File: src/rtl/tct_sqrt_lane.sv
// One lane of the magnitude path: floor square root of re^2 + im^2.
// Pipelined restoring root, one result bit per stage. Depends on nothing else in rtl.
module tct_sqrt_lane #(
    parameter int COMPONENT_BITS = 16,
    parameter int DEPTH          = COMPONENT_BITS + 1
) (
    input  logic                      clk,
    input  logic                      advance,
    input  logic [COMPONENT_BITS-1:0] re,
    input  logic [COMPONENT_BITS-1:0] im,
    output logic [COMPONENT_BITS-1:0] root
);

    localparam int SQ_BITS = 2 * COMPONENT_BITS;
    localparam int RB      = COMPONENT_BITS;

    logic [SQ_BITS-1:0] rem_reg  [DEPTH];
    logic [SQ_BITS-1:0] rem_next [DEPTH];
    logic [RB-1:0]      res_reg  [DEPTH];
    logic [RB-1:0]      res_next [DEPTH];

    logic [RB-1:0] ar;
    logic [RB-1:0] ai;

    // Absolute values; the most negative code becomes its unsigned magnitude.
    assign ar = re[RB-1] ? (~re + 1'b1) : re;
    assign ai = im[RB-1] ? (~im + 1'b1) : im;

    // Stage 0 squares and sums; the sum of two squares fits in 2*RB bits.
    // Each later stage decides one root bit, from the top down.
    always_comb
    begin
        logic [SQ_BITS+1:0] trial;
        logic [SQ_BITS+1:0] rem_w;
        rem_next[0] = SQ_BITS'(ar) * SQ_BITS'(ar) + SQ_BITS'(ai) * SQ_BITS'(ai);
        res_next[0] = '0;
        for (int s = 1; s < DEPTH; s++)
        begin
            rem_w = {2'b00, rem_reg[s-1]};
            trial = ({2'b00, SQ_BITS'(res_reg[s-1])} << (RB-s+1))
                  + ((SQ_BITS+2)'(1) << (2*(RB-s)));
            if (rem_w >= trial)
            begin
                rem_next[s] = SQ_BITS'(rem_w - trial);
                res_next[s] = res_reg[s-1] | (RB'(1) << (RB-s));
            end
            else
            begin
                rem_next[s] = rem_reg[s-1];
                res_next[s] = res_reg[s-1];
            end
        end
    end

    always_ff @(posedge clk)
    begin
        if (advance)
        begin
            for (int s = 0; s < DEPTH; s++)
            begin
                rem_reg[s] <= rem_next[s];
                res_reg[s] <= res_next[s];
            end
        end
    end

    assign root = res_reg[DEPTH-1];

endmodule

File: config.mk
export PLATFORM = sky130hd
export DESIGN_NAME = tct_sqrt_lane
export DESIGN_NICKNAME = d
export VERILOG_FILES = /design/src/rtl/tct_sqrt_lane.sv
export SDC_FILE = /design/constraint.sdc
export NUM_CORES = 2
export LEC_CHECK = 0
export BUFFER_PORTS_ARGS = -buffer_cell sky130_fd_sc_hd__buf_2
export CAP_MARGIN = 25
export CORE_ASPECT_RATIO = 1.25
export CORE_UTILIZATION = 55
export CTS_BUF_LIST = sky130_fd_sc_hd__clkbuf_4 sky130_fd_sc_hd__clkbuf_8 sky130_fd_sc_hd__clkbuf_16
export DETAILED_ROUTE_END_ITERATION = 8
export PLACE_DENSITY = 0.69
export SLEW_MARGIN = 15
export SYNTH_ARGS = -nofsm -noshare
export SYNTH_HDL_FRONTEND = slang
export SYNTH_SLANG_ARGS = --single-unit
File: constraint.sdc
create_clock -name clk -period 11.65 [get_ports clk]
set_input_delay 1.165 -clock clk [delete_from_list [all_inputs] [get_ports clk]]
set_output_delay 1.165 -clock clk [all_outputs]
set_load 0.03 [all_outputs]
== Word-level counts from Yosys, hierarchy flattened ==
Memories as Yosys holds them, arrays and structs flattened.
Cells that the tools add are included.
W data, S select, Z words.
Word-level totals
  word-level logic and storage cells: 93
  output and inout port bits: 16
  RAM bits: 816
  memories: 2
  register bits after elaboration: 0
Cells by class
  mux-type cells: 36
  add/subtract/negate cells: 35
  bitwise operators: 2
  multiply operators: 2
  magnitude comparators: 16
Memories
  rem_reg: depth 17, width 32, read ports 16, clocked after memory_dff 0, wr ports 17, RTL line 17  | logic [SQ_BITS-1:0] rem_reg [DEPTH];
  res_reg: depth 17, width 16, read ports 17, clocked after memory_dff 0, wr ports 17, RTL line 19  | logic [RB-1:0] res_reg [DEPTH];
Operator list (number)
  $mux W32: 16
  $mul A16 B16 Y32: 2
  $sub A32 B32 Y32: 2
  $mux W16: 3
  $add A32 B31 Y33 const B: 1
  $ge A32 B33 Y1: 1
  $add A16 B1 Y16 const B: 2
  $add A31 B29 Y32 const B: 1
  $add A32 B32 Y32: 1
  $ge A32 B18 Y1: 1
  $ge A32 B19 Y1: 1
  $ge A32 B20 Y1: 1
  $ge A32 B21 Y1: 1
  $ge A32 B22 Y1: 1
  $ge A32 B23 Y1: 1
  $ge A32 B24 Y1: 1
  $ge A32 B25 Y1: 1
  $ge A32 B26 Y1: 1
  $ge A32 B27 Y1: 1
  $ge A32 B28 Y1: 1
  $ge A32 B29 Y1: 1
  $ge A32 B30 Y1: 1
  $ge A32 B31 Y1: 1
  $ge A32 B32 Y1: 1
  44 further kinds: 47

== Longest topological paths before layout ==
  depth after elaboration: 5
  depth in mapped cells: 34
  mapped depth without buffers: 31

== Worst setup path before layout ==
No wires, ideal clock.
  path type: in2reg
  start point: input re[0]
  end point: memory rem_reg[0][30] (netlist bit), data pin
  stages: 29
  setup time: 258 ps
  data required time: 11392 ps
  arrival: 9165 ps
  slack: 2228 ps
  path through: clkbuf_1 > inv_1 > clkbuf_1 > ha_1 > nand2b_1 > or3_2 > o41ai_2 > xnor2_1 > inv_2 > nor2_1 > fa_1 > fa_1 > fa_1 > inv_1 > fa_1 > inv_1 > fa_1 > fa_1 > fa_1 > fa_1 > ha_1 > a21o_1 > a21oi_1 > a21boi_0 > o32a_1 > a21oi_1 > a211o_1 > a21oi_1 > xnor2_1
RTL lines
  from (decl): RTL line 9  | input logic [COMPONENT_BITS-1:0] re,
  to (decl): RTL line 17

==> impl_metrics.tcl <==
set metrics [dict create \
    status "complete, no violations" \
    layout.core_utilization_pct 60.6 \
    critical_path.endpoint "rem_reg[0][31]$_DFFE_PP_" \
    kind_of_capture_point_of_the_worst_setup_path "register" \
    yosys.cell_types.count 81 \
    synth_enable_flop_cells 648 \
    timing.rr.start "rem_reg[0][471]$_DFFE_PP_" \
    post_synthesis_register_bit_count 648 \
    post_cts_resized 0 \
    diodes 0 \
    setup.worst_path.class "input port to register" \
    area.sequential_um2 19500 \
    vias 27800 \
    grt.overflow.total 0 \
    timing.final.setup_violations 0 \
    critPathTopFamily "adder cells" \
    grt_antenna_before_repair 0 \
    ant_nets 0 \
    cp-start-kind "input port" \
    hpwlAfterDp_mm 75.2 \
    slew_violations 0 \
    post_cts_hold_buffer_count 0 \
    cts_htree_levels 3 \
    drt-vias-per-instance 5.46 \
    synthCells 3854 \
    fillCellCount 6414 \
    cts_setup_buffers 0 \
    root_buffer "clkbuf_16" \
    placeableCoreArea_um2 80300 \
    grt_start_max_net_pins 210 \
    finish.net_count 4740 \
    yosysWarnings 0 \
    r2r_end "rem_reg[0][511]$_DFFE_PP_" \
    grt_pass1_vias 29700 \
    finalWirelength_mm 94.2 \
    critical_path.n_buffers_inverters 7 \
    syn_avg_cell_area_um2 11.6 \
    cts_buffer_depth 3 \
    postSynth.topFlopCell "edfxtp_1" \
    synth_async_sr_flop_share_pct 0 \
    post_route_design_area_um2 48700 \
    commonest_non_fill_non_tap_cell_in_the_layout "inv_1" \
    cts_sinks 648 \
    class_of_the_worst_hold_path "register to register" \
    synth.yosys.seq_area_share_pct 43.6 \
    starting_density_of_the_core_pct 55.6 \
    grt.total_usage_pct 23.4 \
    critPathRequiredTime_ns 12.02 \
    port-buffer-count 49 \
    rr_worst_depth 9 \
    period_share_pct 85.5 \
    clk_transition_reported_paths_ns 0.06 \
    final.setup.tns_ns 0 \
    layout_common_cells "inv_1, edfxtp_1, fa_1" \
    rsz_0062_raised_after_global_routing "no" \
    cts_tree "done" \
    die_width_um 257 \
    synth.cell_area_um2 44600 \
    dpl-instance-area_um2 46400 \
    tritoncts.num_buffers 67 \
    critical_path_depth 29 \
    worst_slew_pin_slew_ns 1.10 \
    fmax_mhz 100 \
    routedWlPerCell_um 18.5 \
    timing.max_cap.violations 0 \
    worstSkewPairLatency_ns 0.62 \
    fp-row-count 116 \
    gp_routability_congestion 0.906 \
    fin_hold_viols 0 \
    floorplan.die.height_um 321 \
    detail_route.drc_violations 0 \
    max_clock_skew_ns 0.0297 \
    ioPinCount 50 \
    path_max_fanout 12 \
    area_growth_pct 8.97 \
    critPathMostFrequentCell "fa_1" \
    design.die.area_um2 82300 \
    maxSlewHeadroom_pct 26.6 \
    first_pass_grt_wire_length_mm 149 \
    layout-drive-gt1-share_pct 6.17 \
    slowest_delay_ns 0.57 \
    timing.critical_path.arrival_ns 10.33 \
    number_of_flip_flops_under_the_largest_register_name 512 \
    worstSetupStartpoint "re[0]" \
    r2r_setup_slack_ns 7.90 \
    slowest_stage "o31ai_1" \
    detailedRoute.firstIterationViolations 1765 \
    drtPass1Iterations 6 \
    multi_input_comb_area_um2 22300 \
    fin_crit_ns 9.96 \
]
==> Yosys cell counts, types with 11 or more instances <==
library cell  instances  area share (%)
o21a_1               48            0.81
nand2_1             253             2.1
and2_1               13            0.18
nand4_1              30            0.42
inv_1               720             6.1
or4_1                15            0.25
xor2_1              119             2.3
edfxtp_1            648              44
fa_1                387              17
mux2_2               27            0.68
or3_1                31            0.43
nand3_1              34            0.38
o21ai_0             137             1.5
nor2b_1              24            0.34
clkbuf_1             42            0.35
a31oi_1              11            0.15
a21oi_1             110             1.2
o31ai_1              25            0.42
nand2b_1             32            0.45
xnor2_1             140             2.7
nor3_1               71            0.80
and3_1               14            0.20
ha_1                338             9.5
nor4_1               82             1.1
a21o_1               50            0.84
clkinv_1             11           0.092
a211oi_1             18            0.30
nor2_1              258             2.2
nor4b_1              13            0.26
==> per-layer routing <==
metal  vias up  routed length, µm  GRT usage, %  part of all wire (%)
met1     13700              31000          22.4                    33
met2       639              53600          46.7                    57
met3       254               3290          2.82                   3.5
met4         0               6230          14.4                   6.6
li1      13300                  -             -                     -
met5         -                  0             0                     0
==> worst min-delay path by stage <==
stage                                   start                        end  slack [ns]  depth (start not counted)
finish              rem_reg[0][265]$_DFFE_PP_  rem_reg[0][297]$_DFFE_PP_        0.43                          0
global route        rem_reg[0][265]$_DFFE_PP_  rem_reg[0][297]$_DFFE_PP_        0.43                          0
CTS                 rem_reg[0][265]$_DFFE_PP_  rem_reg[0][297]$_DFFE_PP_        0.42                          0
detailed placement  rem_reg[0][354]$_DFFE_PP_  rem_reg[0][386]$_DFFE_PP_        0.43                          0
global placement    rem_reg[0][267]$_DFFE_PP_  rem_reg[0][299]$_DFFE_PP_        0.42                          0
floorplan           rem_reg[0][197]$_DFFE_PP_  rem_reg[0][229]$_DFFE_PP_        0.42                          0
==> worst register-to-register path, delay by kind of cell, from the launching register on <==
family	cells	cell delay, ns
AOI/OAI and AO/OA	2	0.74
buffers and inverters	2	0.72
and+or+nand+nor	4	1.48
DFF	1	0.48
xor gates and xnor gates	1	0.07
==> per-stage QoR <==
step / hold WS (ns) / cells / worst slack (ns)
after global routing: 0.433 / 5095 / 1.36
after global placement: 0.425 / 4972 / 1.43
final: 0.427 / 5095 / 1.69
after floorplan: 0.417 / 3877 / 2.23
after detailed placement: 0.428 / 4974 / 1.22
after CTS: 0.418 / 5095 / 1.85
==> cell type report <==
class | count | area share, %
clock buffer | 82 | 3.71
clock inverter | 39 | 0.864
inverter | 733 | 5.65
multi-input combinational | 2447 | 45.9
sequential | 648 | 40.0
tap | 1062 | 2.73
timing repair buffer | 84 | 1.11
==> cells by family (layout without fill, tap and decap cells) <==
family          count (synthesis)  in the layout  share of synthesized area [%]
compound gates                480            480                           6.85
xor+xnor                      259            259                           5.08
fa+ha+maj                     725            725                           26.8
buf+inv                       782            938                           6.62
flops                         648            648                           43.6
mux                            36             36                          0.891
other cells                     2             25                         0.0168
simple gates                  922            922                           10.1
Power is not shown: default switching activity piles up to over one toggle a cycle in this logic, so the estimate is an artifact.
